### src/sv/wli_pkg.sv
// Shared types and constants for the waypoint linear interpolator.
// No dependencies; compiled before every other file of the block.
package wli_pkg;

    localparam int ANGLE_W    = 32;  // Q16.16 joint angle
    localparam int IDX_W      = 3;   // waypoint index registers
    localparam int CNT_W      = 16;  // node counter and num_nodes
    localparam int NWP_W      = 4;   // num_waypoints register
    localparam int DIFF_W     = ANGLE_W + 1;      // end - start
    localparam int PROD_W     = DIFF_W + CNT_W + 1; // signed product
    localparam int DVD_W      = 48;  // magnitude of product always < 2**48
    localparam int QUO_W      = DVD_W + 1;        // signed quotient
    localparam int SUM_W      = QUO_W + 1;        // start + quotient
    localparam int DIV_STEP_W = 6;   // counts DVD_W divider steps

    // Opcodes of the command item
    localparam logic OP_LOAD = 1'b0;
    localparam logic OP_TICK = 1'b1;

    // Configuration register indexes
    localparam logic [1:0] REG_NUM_NODES     = 2'd0;
    localparam logic [1:0] REG_NUM_WAYPOINTS = 2'd1;

    localparam logic [CNT_W-1:0] NUM_NODES_RST     = 16'd400;
    localparam logic [NWP_W-1:0] NUM_WAYPOINTS_RST = 4'd3;

    typedef enum logic [3:0] {
        ST_IDLE,
        ST_RD_S,
        ST_RD_E,
        ST_DIFF,
        ST_MUL,
        ST_DIV_GO,
        ST_DIV_WAIT,
        ST_FIX,
        ST_SUM
    } state_t;

    typedef struct packed {
        logic start;
    } div_ctl_t;

    typedef struct packed {
        logic busy;
        logic done;
    } div_sts_t;

endpackage

### src/sv/wli_if.sv
// Valid/ready channel interfaces: command in, target out, configuration write.
// Depends on nothing; follows wli_pkg in compile order.
interface wli_cmd_if;
    logic               valid;
    logic               ready;
    logic               opcode;
    logic [2:0]         waypoint_slot;
    logic [1:0]         joint_slot;
    logic signed [31:0] angle_in;

    modport source (output valid, opcode, waypoint_slot, joint_slot, angle_in,
                    input ready);
    modport sink   (input valid, opcode, waypoint_slot, joint_slot, angle_in,
                    output ready);
endinterface

interface wli_tgt_if;
    logic               valid;
    logic               ready;
    logic [1:0]         joint_out;
    logic signed [31:0] target_angle;
    logic               last_joint;

    modport source (output valid, joint_out, target_angle, last_joint,
                    input ready);
    modport sink   (input valid, joint_out, target_angle, last_joint,
                    output ready);
endinterface

interface wli_cfg_if;
    logic        valid;
    logic        ready;
    logic [1:0]  index;
    logic [15:0] data;

    modport source (output valid, index, data, input ready);
    modport sink   (input valid, index, data, output ready);
endinterface

### src/sv/wli_div.sv
// Bit-serial restoring divider: unsigned 48-bit dividend by 16-bit divisor.
// Uses wli_pkg; one quotient bit per cycle.
module wli_div
    import wli_pkg::*;
(
    input  logic               clk,
    input  logic               rst_n,
    input  div_ctl_t           ctl,
    input  logic [DVD_W-1:0]   dividend,
    input  logic [CNT_W-1:0]   divisor,
    output div_sts_t           sts,
    output logic [DVD_W-1:0]   quotient
);

    logic                  busy_reg;
    logic                  done_reg;
    logic [DIV_STEP_W-1:0] step_reg;
    logic [CNT_W-1:0]      rem_reg;
    logic [CNT_W-1:0]      rem_next;
    logic [DVD_W-1:0]      quo_reg;
    logic [CNT_W-1:0]      dvs_reg;
    logic [CNT_W:0]        shifted;
    logic [CNT_W+1:0]      trial;
    logic                  qbit;

    // remainder stays below the divisor, so the shifted value fits CNT_W+1 bits
    always_comb
    begin
        shifted  = {rem_reg, quo_reg[DVD_W-1]};
        trial    = {1'b0, shifted} - {2'b00, dvs_reg};
        qbit     = ~trial[CNT_W+1];
        rem_next = qbit ? trial[CNT_W-1:0] : shifted[CNT_W-1:0];
    end

    always_ff @(posedge clk or negedge rst_n)
    begin
        if (!rst_n)
        begin
            busy_reg <= 1'b0;
            done_reg <= 1'b0;
            step_reg <= '0;
        end
        else
        begin
            // one-cycle pulse on the last shift
            done_reg <= busy_reg && !ctl.start && (step_reg == DIV_STEP_W'(DVD_W - 1));
            if (ctl.start)
            begin
                busy_reg <= 1'b1;
                step_reg <= '0;
            end
            else if (busy_reg)
            begin
                step_reg <= step_reg + 1'b1;
                if (step_reg == DIV_STEP_W'(DVD_W - 1))
                    busy_reg <= 1'b0;
            end
        end
    end

    always_ff @(posedge clk)
    begin
        if (ctl.start)
        begin
            rem_reg <= '0;
            quo_reg <= dividend;
            dvs_reg <= divisor;
        end
        else if (busy_reg)
        begin
            rem_reg <= rem_next;
            quo_reg <= {quo_reg[DVD_W-2:0], qbit};
        end
    end

    assign sts.busy = busy_reg;
    assign sts.done = done_reg;
    assign quotient = quo_reg;

`ifndef SYNTHESIS
    a_start_idle: assert property (@(posedge clk) disable iff (!rst_n)
        ctl.start |-> !busy_reg)
        else $error("divider started while busy");
    a_done_pulse: assert property (@(posedge clk) disable iff (!rst_n)
        done_reg |=> !done_reg)
        else $error("divider done held for more than one cycle");
    a_fall_done: assert property (@(posedge clk) disable iff (!rst_n)
        $fell(busy_reg) |-> done_reg)
        else $error("divider finished without done");
`endif

endmodule

### src/sv/waypoint_linear_interpolator.sv
// Top level: waypoint table, sequencer, multiplier and output register.
// Uses wli_pkg, the channel interfaces in wli_if.sv and the divider wli_div.
//
//  channel | dir | payload                                       | handshake
//  cmd     | in  | opcode, waypoint_slot, joint_slot, angle_in   | valid/ready
//  target  | out | joint_out, target_angle, last_joint           | valid/ready
//  cfg     | in  | index (0 num_nodes, 1 num_waypoints), data    | valid/ready
//
// A load item writes one table entry when accepted. A tick works through the joints in
// turn: two reads, difference, product, the 48-step bit-serial divider, sign fix and sum.
// cmd.ready is low from tick acceptance until the last target is registered.
// A stalled target output adds its stall to the tick; cfg is always ready.
// Reset clears the counters and the start index, sets the end index to 1, restores the
// configuration defaults (400 nodes, 3 waypoints); table contents are unknown.
module waypoint_linear_interpolator
    import wli_pkg::*;
#(
    parameter int JOINTS        = 4,
    parameter int MAX_WAYPOINTS = 8
)
(
    input  logic   clk,
    input  logic   rst_n,
    wli_cmd_if.sink   cmd,
    wli_tgt_if.source target,
    wli_cfg_if.sink   cfg
);

    localparam int DEPTH  = MAX_WAYPOINTS * JOINTS;
    localparam int ADDR_W = (DEPTH > 1) ? $clog2(DEPTH) : 1;
    localparam int JNT_W  = (JOINTS > 1) ? $clog2(JOINTS) : 1;

    // configuration
    logic [CNT_W-1:0] num_nodes_reg;
    logic [NWP_W-1:0] num_waypoints_reg;
    logic [CNT_W-1:0] div_eff;

    // trajectory state
    logic [CNT_W-1:0] node_cnt_reg;
    logic [IDX_W-1:0] start_idx_reg;
    logic [IDX_W-1:0] end_idx_reg;

    // sequencer
    state_t            state_reg;
    state_t            state_next;
    logic [JNT_W-1:0]  jnt_reg;
    logic              last_jnt;

    // waypoint table
    logic [ANGLE_W-1:0] mem [DEPTH];
    logic [ANGLE_W-1:0] rd_data_reg;
    logic [31:0]        wr_full;
    logic [31:0]        rd_full;
    logic [31:0]        jnt_wide;
    logic [ADDR_W-1:0]  rd_addr;
    logic               load_ok;
    logic               start_ok;
    logic               end_ok;

    // datapath
    logic signed [ANGLE_W-1:0] s_reg;
    logic signed [ANGLE_W-1:0] e_val;
    logic signed [DIFF_W-1:0]  diff_reg;
    logic signed [PROD_W-1:0]  prod_reg;
    logic signed [PROD_W-1:0]  prod_mag;
    logic signed [QUO_W-1:0]   q_reg;
    logic signed [SUM_W-1:0]   sum;
    logic signed [ANGLE_W-1:0] sat;
    logic [DVD_W-1:0]          quotient;
    div_ctl_t                  div_ctl;
    div_sts_t                  div_sts;

    // output register
    logic                      out_valid_reg;
    logic [1:0]                out_joint_reg;
    logic signed [ANGLE_W-1:0] out_angle_reg;
    logic                      out_last_reg;
    logic                      out_free;
    logic                      emit;
    logic                      cmd_acc;

    function automatic logic [IDX_W-1:0] step_index(input logic [IDX_W-1:0] idx,
                                                    input logic [NWP_W-1:0] nwp);
        logic [NWP_W-1:0] nxt;
        nxt = {1'b0, idx} + 1'b1;
        if (nxt >= nwp)
            return '0;
        return nxt[IDX_W-1:0];
    endfunction

    // ---------------- configuration ----------------
    assign cfg.ready = 1'b1;

    always_ff @(posedge clk or negedge rst_n)
    begin
        if (!rst_n)
        begin
            num_nodes_reg     <= NUM_NODES_RST;
            num_waypoints_reg <= NUM_WAYPOINTS_RST;
        end
        else if (cfg.valid)
        begin
            unique case (cfg.index)
                REG_NUM_NODES:     num_nodes_reg     <= cfg.data;
                REG_NUM_WAYPOINTS: num_waypoints_reg <= cfg.data[NWP_W-1:0];
                default: ;
            endcase
        end
    end

    // a zero step count behaves as one
    assign div_eff = (num_nodes_reg == '0) ? CNT_W'(1) : num_nodes_reg;

    // ---------------- waypoint table ----------------
    assign cmd_acc  = cmd.valid && cmd.ready;
    assign load_ok  = ({29'd0, cmd.waypoint_slot} < 32'(MAX_WAYPOINTS))
                   && ({30'd0, cmd.joint_slot} < 32'(JOINTS));
    assign wr_full  = {29'd0, cmd.waypoint_slot} * 32'(JOINTS) + {30'd0, cmd.joint_slot};
    assign jnt_wide = 32'(jnt_reg);
    // rows past the table read as zero
    assign start_ok = {29'd0, start_idx_reg} < 32'(MAX_WAYPOINTS);
    assign end_ok   = {29'd0, end_idx_reg} < 32'(MAX_WAYPOINTS);
    assign rd_full  = ((state_reg == ST_RD_S) ? {29'd0, start_idx_reg}
                                               : {29'd0, end_idx_reg})
                      * 32'(JOINTS) + jnt_wide;
    assign rd_addr  = rd_full[ADDR_W-1:0];

    always_ff @(posedge clk)
    begin
        if (cmd_acc && cmd.opcode == OP_LOAD && load_ok)
            mem[wr_full[ADDR_W-1:0]] <= cmd.angle_in;
        rd_data_reg <= mem[rd_addr];
    end

    // ---------------- sequencer ----------------
    assign cmd.ready = (state_reg == ST_IDLE);
    assign out_free  = !out_valid_reg || target.ready;
    assign last_jnt  = (jnt_wide == 32'(JOINTS - 1));

    always_comb
    begin
        state_next    = state_reg;
        div_ctl.start = 1'b0;
        emit          = 1'b0;
        unique case (state_reg)
            ST_IDLE:
            begin
                if (cmd_acc && cmd.opcode == OP_TICK)
                    state_next = ST_RD_S;
            end
            ST_RD_S:     state_next = ST_RD_E;
            ST_RD_E:     state_next = ST_DIFF;
            ST_DIFF:     state_next = ST_MUL;
            ST_MUL:      state_next = ST_DIV_GO;
            ST_DIV_GO:
            begin
                div_ctl.start = 1'b1;
                state_next    = ST_DIV_WAIT;
            end
            ST_DIV_WAIT:
            begin
                if (div_sts.done)
                    state_next = ST_FIX;
            end
            ST_FIX:      state_next = ST_SUM;
            ST_SUM:
            begin
                if (out_free)
                begin
                    emit       = 1'b1;
                    state_next = last_jnt ? ST_IDLE : ST_RD_S;
                end
            end
            default:     state_next = ST_IDLE;
        endcase
    end

    always_ff @(posedge clk or negedge rst_n)
    begin
        if (!rst_n)
            state_reg <= ST_IDLE;
        else
            state_reg <= state_next;
    end

    // joint counter and trajectory position
    always_ff @(posedge clk or negedge rst_n)
    begin
        if (!rst_n)
        begin
            jnt_reg       <= '0;
            node_cnt_reg  <= '0;
            start_idx_reg <= '0;
            end_idx_reg   <= IDX_W'(1);
        end
        else if (state_reg == ST_IDLE)
            jnt_reg <= '0;
        else if (emit)
        begin
            if (last_jnt)
            begin
                // advance once per tick, after the last joint
                if (({1'b0, node_cnt_reg} + 1'b1) >= {1'b0, div_eff})
                begin
                    node_cnt_reg  <= '0;
                    start_idx_reg <= step_index(start_idx_reg, num_waypoints_reg);
                    end_idx_reg   <= step_index(end_idx_reg, num_waypoints_reg);
                end
                else
                    node_cnt_reg <= node_cnt_reg + 1'b1;
            end
            else
                jnt_reg <= jnt_reg + 1'b1;
        end
    end

    // ---------------- datapath ----------------
    assign e_val    = end_ok ? signed'(rd_data_reg) : '0;
    assign prod_mag = prod_reg[PROD_W-1] ? -prod_reg : prod_reg;

    always_ff @(posedge clk)
    begin
        unique case (state_reg)
            ST_RD_E: s_reg    <= start_ok ? signed'(rd_data_reg) : '0;
            ST_DIFF: diff_reg <= DIFF_W'(e_val) - DIFF_W'(s_reg);
            ST_MUL:  prod_reg <= diff_reg * signed'({1'b0, node_cnt_reg});
            // truncation toward zero: divide magnitudes, then restore the sign
            ST_FIX:  q_reg    <= prod_reg[PROD_W-1] ? -signed'({1'b0, quotient})
                                                    :  signed'({1'b0, quotient});
            default: ;
        endcase
    end

    wli_div u_div (
        .clk      (clk),
        .rst_n    (rst_n),
        .ctl      (div_ctl),
        .dividend (prod_mag[DVD_W-1:0]),
        .divisor  (div_eff),
        .sts      (div_sts),
        .quotient (quotient)
    );

    // saturate to the signed 32-bit range (counter above num_nodes)
    always_comb
    begin
        sum = SUM_W'(s_reg) + SUM_W'(q_reg);
        if (sum[SUM_W-1:ANGLE_W-1] == '0 || sum[SUM_W-1:ANGLE_W-1] == '1)
            sat = sum[ANGLE_W-1:0];
        else if (sum[SUM_W-1])
            sat = {1'b1, {(ANGLE_W-1){1'b0}}};
        else
            sat = {1'b0, {(ANGLE_W-1){1'b1}}};
    end

    // ---------------- output register ----------------
    always_ff @(posedge clk or negedge rst_n)
    begin
        if (!rst_n)
            out_valid_reg <= 1'b0;
        else if (emit)
            out_valid_reg <= 1'b1;
        else if (target.ready)
            out_valid_reg <= 1'b0;
    end

    always_ff @(posedge clk)
    begin
        if (emit)
        begin
            out_joint_reg <= jnt_wide[1:0];
            out_angle_reg <= sat;
            out_last_reg  <= last_jnt;
        end
    end

    assign target.valid        = out_valid_reg;
    assign target.joint_out    = out_joint_reg;
    assign target.target_angle = out_angle_reg;
    assign target.last_joint   = out_last_reg;

`ifndef SYNTHESIS
    a_tick_starts: assert property (@(posedge clk) disable iff (!rst_n)
        (cmd.valid && cmd.ready && cmd.opcode == OP_TICK) |=> state_reg == ST_RD_S)
        else $error("tick accepted but sequencer did not start");
    a_done_wait: assert property (@(posedge clk) disable iff (!rst_n)
        div_sts.done |-> state_reg == ST_DIV_WAIT)
        else $error("divider result arrived outside its wait state");
    a_cnt_on_emit: assert property (@(posedge clk) disable iff (!rst_n)
        !$stable(node_cnt_reg) |-> $past(state_reg) == ST_SUM)
        else $error("node counter moved outside the final emit");
    a_last_joint: assert property (@(posedge clk) disable iff (!rst_n)
        (target.valid && target.last_joint) |-> target.joint_out == 2'(JOINTS - 1))
        else $error("last flag on the wrong joint");
`endif

endmodule

### src/flat_wrapper.sv
// flat-port wrapper written by rule: the top's interface ports become plain ports
module waypoint_linear_interpolator_flat import wli_pkg::*;
#(
    parameter int JOINTS        = 4,
    parameter int MAX_WAYPOINTS = 8
)
  (clk, rst_n, cmd_valid, cmd_opcode, cmd_waypoint_slot, cmd_joint_slot, cmd_angle_in, cmd_ready, target_valid, target_joint_out, target_target_angle, target_last_joint, target_ready, cfg_valid, cfg_index, cfg_data, cfg_ready);
  wli_cmd_if cmd_i ();
  wli_tgt_if target_i ();
  wli_cfg_if cfg_i ();
  input  logic clk;
  input  logic rst_n;
  input wire logic [$bits(cmd_i.valid)-1:0] cmd_valid;
  input wire logic [$bits(cmd_i.opcode)-1:0] cmd_opcode;
  input wire logic [$bits(cmd_i.waypoint_slot)-1:0] cmd_waypoint_slot;
  input wire logic [$bits(cmd_i.joint_slot)-1:0] cmd_joint_slot;
  input wire logic [$bits(cmd_i.angle_in)-1:0] cmd_angle_in;
  output wire logic [$bits(cmd_i.ready)-1:0] cmd_ready;
  output wire logic [$bits(target_i.valid)-1:0] target_valid;
  output wire logic [$bits(target_i.joint_out)-1:0] target_joint_out;
  output wire logic [$bits(target_i.target_angle)-1:0] target_target_angle;
  output wire logic [$bits(target_i.last_joint)-1:0] target_last_joint;
  input wire logic [$bits(target_i.ready)-1:0] target_ready;
  input wire logic [$bits(cfg_i.valid)-1:0] cfg_valid;
  input wire logic [$bits(cfg_i.index)-1:0] cfg_index;
  input wire logic [$bits(cfg_i.data)-1:0] cfg_data;
  output wire logic [$bits(cfg_i.ready)-1:0] cfg_ready;
  assign cmd_i.valid = cmd_valid;
  assign cmd_i.opcode = cmd_opcode;
  assign cmd_i.waypoint_slot = cmd_waypoint_slot;
  assign cmd_i.joint_slot = cmd_joint_slot;
  assign cmd_i.angle_in = cmd_angle_in;
  assign cmd_ready = cmd_i.ready;
  assign target_valid = target_i.valid;
  assign target_joint_out = target_i.joint_out;
  assign target_target_angle = target_i.target_angle;
  assign target_last_joint = target_i.last_joint;
  assign target_i.ready = target_ready;
  assign cfg_i.valid = cfg_valid;
  assign cfg_i.index = cfg_index;
  assign cfg_i.data = cfg_data;
  assign cfg_ready = cfg_i.ready;
  waypoint_linear_interpolator #(.JOINTS(JOINTS), .MAX_WAYPOINTS(MAX_WAYPOINTS)) u_core (.clk(clk), .rst_n(rst_n), .cmd(cmd_i), .target(target_i), .cfg(cfg_i));
endmodule
### config.mk
export PLATFORM = sky130hd
export DESIGN_NAME = waypoint_linear_interpolator_flat
export DESIGN_NICKNAME = d
export VERILOG_FILES = /design/src/sv/wli_pkg.sv /design/src/sv/wli_if.sv /design/src/sv/wli_div.sv /design/src/sv/waypoint_linear_interpolator.sv /design/src/flat_wrapper.sv
export SDC_FILE = /design/constraint.sdc
export NUM_CORES = 2
export LEC_CHECK = 0
export BUFFER_PORTS_ARGS = -buffer_cell sky130_fd_sc_hd__buf_2
export CAP_MARGIN = 0
export CORE_UTILIZATION = 40
export DETAILED_ROUTE_END_ITERATION = 7
export PLACE_DENSITY = 0.64
export SLEW_MARGIN = 20
export SYNTH_ARGS = -nofsm -noshare
export SYNTH_HDL_FRONTEND = slang
export SYNTH_HIERARCHICAL = 1
export SYNTH_SLANG_ARGS = --single-unit
### constraint.sdc
create_clock -name clk -period 11.2 [get_ports clk]
set_input_delay 1.12 -clock clk [delete_from_list [all_inputs] [get_ports clk]]
set_output_delay 1.12 -clock clk [all_outputs]
set_load 0.02 [all_outputs]
# Yosys cells after proc, flatten, opt, wreduce, memory -nomap -nowiden
# Memories as Yosys holds them, arrays and structs flattened. A register that Yosys moved wholly into a read port is not among the register bits.
# Index checks and enable logic that the tools add are counted.
[op_classes] add_sub_neg=13 muxes=44 n_eq_ne=16 n_reduce_logical=22 bitwise_logic=3 multipliers=1 order_cmp=3
[ops] operator="$mux W48" n=4
[ops] operator="$mux W32" n=2
[ops] operator="$add A32 B49 Y50" n=1
[ops] operator="$mul A33 B17 Y50" n=1
[ops] operator="$neg A48 Y49" n=1
[ops] operator="$mux W16" n=3
[ops] operator="$neg A48 Y48" n=1
[ops] operator="$pmux W4 S9" n=1
[ops] operator="$sub A32 B32 Y33" n=1
[ops] operator="$mux W1" n=21
[ops] operator="$eq A19 B19 Y1 const B" n=1
[ops] operator="$logic_not A19 Y1" n=1
[ops] operator="$sub A17 B16 Y18" n=1
[ops] operator="$add A16 B1 Y17 const B" n=1
[ops] operator="$ge A17 B16 Y1" n=1
[ops] operator="$add A16 B1 Y16 const B" n=1
[ops] operator="$eq A4 B3 Y1 const B" n=4
[ops] operator="$logic_not A16 Y1" n=1
[ops] operator="$mux W3" n=5
[ops] operator="$mux W4" n=3
[ops] operator="$mux W6" n=2
[ops] operator="$add A5 B2 Y5" n=2
[ops] operator="$add A3 B1 Y4 const B" n=2
[ops] operator="$eq A4 B2 Y1 const B" n=2
[ops] operator="other kinds (21)" n=39
[word_totals] output_inout_bits=38 input_bits=61 reg_bits=336 mem_count=1 ramBits=1024 word_cells=125
[memory_table] name="u_core.mem" depth=32 width=32 rd=1 rd_ports_with_merged_regs=1 wr=1 line="waypoint_linear_interpolator.sv:50" rtl="logic [ANGLE_W-1:0] mem [DEPTH];"

# Logic depth before layout (Yosys ltp)
[logic_depth] ltp_word=8 ltp_mapped=28 depth_no_buf=26

# Hierarchy
# The synthesis kept the hierarchy.
[by_module_without_submodules] mod="waypoint_linear_interpolator" area_per_inst_um2=73615.6 n_inst=1 seq_area_each_um2=38569.5 cells_per_inst=5182
[by_module_without_submodules] mod="wli_div" area_per_inst_um2=4404.2 n_inst=1 seq_area_each_um2=2442.3 cells_per_inst=343

# Least setup slack after synthesis
# Ideal clock, no wire load.
[synth_timing] path_kind="reg2reg" from="reg u_core.node_cnt_reg[10]" to="reg u_core.prod_reg[49], data pin" stages_incl_launch_ff=28 period_less_slack_ns=6.913 required_time_ns=10.940 setup_time_ns=0.260 arrival_ns=6.653 path_slack_ns=4.287 n_path_buf=2 path_cell_list="dfrtp_1 > clkbuf_1 > clkbuf_1 > nand2_1 > fa_1 > inv_1 > fa_1 > inv_1 > fa_1 > inv_1 > fa_1 > fa_1 > inv_1 > fa_1 > inv_1 > ha_1 > and3_1 > and3_1 > a22o_1 > o2111ai_1 > a21oi_1 > nor3_1 > o21ai_0 > a311o_1 > nand4_1 > nand4b_1 > a21oi_1 > xnor2_1"
[synth_between] elab_chain_cells=1
[synth_rtl] item="start, declared" line="waypoint_linear_interpolator.sv:39" rtl="logic [CNT_W-1:0] node_cnt_reg;"
[synth_rtl] item="start signal, assigned" line="waypoint_linear_interpolator.sv:210" rtl="node_cnt_reg <= node_cnt_reg + 1'b1;"
[synth_rtl] item="$mul A33 B17 Y50" line="waypoint_linear_interpolator.sv:226" rtl="ST_MUL: prod_reg <= diff_reg * signed'({1'b0, node_cnt_reg});"
[synth_rtl] item="end signal, assigned" line="waypoint_linear_interpolator.sv:226"
[synth_rtl] item="end, declared" line="waypoint_linear_interpolator.sv:64" rtl="logic signed [PROD_W-1:0] prod_reg;"
# Every way passes these cells.
# A chain may end at the register's enable or synchronous reset.

# Worst setup path in the final report
[layout_timing] from="reg u_core.node_cnt_reg[9]" to="reg u_core.prod_reg[49], data pin"
# The elaborated chain is that of the path after synthesis.

==> impl_results.md <==
* Peak supply drop at 0.144 mV
* Worst slack, placed at 3540 ps
* Critical R2R Capture: u_core/prod_reg[49]
* CTS tree: built
* H-Tree Level Count at 4
* Most frequent cells in the layout: edfxtp_1 (1286), inv_1 (693), nand2_1 (506), fa_1 (506), mux4_2 (320)
* Hold Crit Start: u_core/e_val[25]
* CP Class: reg2reg
* Final Skew at 48.7 ps
* Layout cells sized above 1 at 15.5%
* Status: complete, no violations
* Switching pwr at 0.00488 W
* Setup bufs post-CTS at 0
* Wirelength per Cell at 23.6 µm
* Largest fanout on the critical path at 28
* Final setup fails at 0
* Switch share at 31.0%
* Min-Delay Path Class: reg2reg
* Core Util, Final at 44.8%
* Total clock sinks at 1391
* Fmax at 131 MHz
* Nets at 6404
* Fin. max-slew vios at 0
* Die area at 197000 µm²
* Sequential Power Share at 43.7%
* Clock share of power at 31.5%
* Max cap viols at 0
* Post-route DRC at 0
* Power share of the combinational group at 24.8%
* Fin crit share at 68.2%
* Post-route ant nets at 0
* DR iter-0 viols at 3480
* Worst r2r path cells at 26
* Synth Warn # at 6
* PD cells at 182 nW/µm²
* Unrepaired setup endpoints after global routing: false
* Reg2reg setup slack at 3560 ps
* Avg Cell Area, Syn at 14.1 µm²
* CP Data Arrival Time at 8180 ps
* Average vias per placed instance at 5.46
* Gate Count Post-Synth at 5524
* Initial Util at 40.4%
* Critical Path RT at 11740 ps
* Hold depth at 0
* CORE AREA at 193000 µm²
* Worst-path clk slew at 60 ps
* Hold_ws at 441 ps
* Total GRT Usage at 20.0%
* Crit path time final at 7640 ps
* 1st-pass router iterations at 6
* IO buf count at 97
* Via count at 45000
* CTS buffer count at 145
* Post-DP HPWL at 124000 µm
* Placed cell areas at 81600 µm²
* Std-Cell Rows at 161
* Final worst setup slack at 3560 ps
* Final Hold Viols at 0
* Largest net degree at the start of global routing at 120
* Worst relative slew slack at 29.2%
* Pleak at 32.6 nW
* Count of cells resized by post-cts repair at 0
* Num ports at 99
* Fin area at 86600 µm²
* Die Wd at 444 µm
* Critical path startpoint category: flip-flop
* Layout Area Growth over Synthesis at 11.0%
* Clock latency at the later pin of the worst-skew pair at 790 ps
* WL final at 194000 µm
* Die H at 444 µm
* CTS Hold Buffers Added at 0
* CP Capture Type: flip-flop
* CTS Root Cell: clkbuf_16
* Area of the mapped netlist at 78000 µm²
* Pint at 0.0109 W
* Number of global-route vias before repair at 47000
* CTS Buffer Depth at 3
* Total gr overflow at 0
* Commonest non-fill, non-tap cell in the layout: edfxtp_1
* Worst Max-Slew Pin Slew at 1050 ps
* Initial antenna violation count at 15
* Global-route wire length before repair at 295000 µm
* Hold endpoint: u_core/s_reg[25]
* Setup TNS at 0 ps
* Max FFs per register at 1024
* Critical R2R Launch: u_core/node_cnt_reg[9]
* Syn_nets at 6338
* Final Wtd Congestion at 0.903
power groups by stage:
stage | sequential, W | clock [W] | combinational, W
finish | 0.00688 | 0.00496 | 0.00391
floorplan | 0.00662 | 0 | 0.00295
detailed placement | 0.00698 | 0 | 0.00391
CTS | 0.00688 | 0.00506 | 0.00394
global route | 0.00693 | 0.00525 | 0.00424
global placement | 0.00697 | 0 | 0.00387
critical path, stage by stage (launching register included):
cell and delay [ps]:
dfrtp_1 550, buf_4 410, nand2_1 130, fa_1 530
inv_1 60, fa_1 500, inv_1 60, fa_1 530
inv_1 50, fa_1 490, fa_1 560, inv_1 60
fa_1 520, inv_1 50, ha_1 350, and3_1 200
and3_1 220, a22o_1 210, o2111ai_1 290, a21oi_1 190
nor3_1 300, o21ai_0 250, a311o_1 420, nand4_1 110
nand4b_1 100, a21oi_1 180, xnor2_1 80
through the flow:
step / power (W) / cells
final: 0.0158 / 8238
after CTS: 0.0159 / 8236
after detailed placement: 0.0109 / 7969
after global placement: 0.0108 / 7969
after global routing: 0.0164 / 8237
after floorplan: 0.00957 / 5524
worst max path at each step:
stage	start	to	slack (ps)	cells past startpoint
after floorplan	u_core/node_cnt_reg[10]	u_core/prod_reg[49]	4290	27
after global placement	u_core/node_cnt_reg[9]	u_core/prod_reg[49]	3510	26
after detailed placement	u_core/node_cnt_reg[9]	u_core/prod_reg[49]	3540	26
after CTS	u_core/node_cnt_reg[9]	u_core/prod_reg[49]	3560	26
after global routing	u_core/node_cnt_reg[9]	u_core/prod_reg[49]	3060	26
final	u_core/node_cnt_reg[9]	u_core/prod_reg[49]	3560	26
layer usage:
layer	up-vias	GRT usage, %	wire length [µm]
met2	1334	35.7	101000
li1	19800	-	-
met3	337	2.82	10100
met5	-	0	67
met4	12	6.83	6400
met1	23500	24.7	76700
area by class of cell:
| type | count | area [µm²] |
|---|---|---|
| Antenna cell | 2 | 5.00 |
| Clock buffer | 182 | 3860 |
| Clock inverter | 85 | 1110 |
| Fill cell | 16800 | 107000 |
| Inverter | 695 | 2610 |
| Multi-Input combinational cell | 3182 | 33700 |
| Sequential cell | 1391 | 41000 |
| Tap cell | 2526 | 3160 |
| Timing Repair Buffer | 175 | 1110 |
No activity file was read; power rests on OpenSTA's default activity.
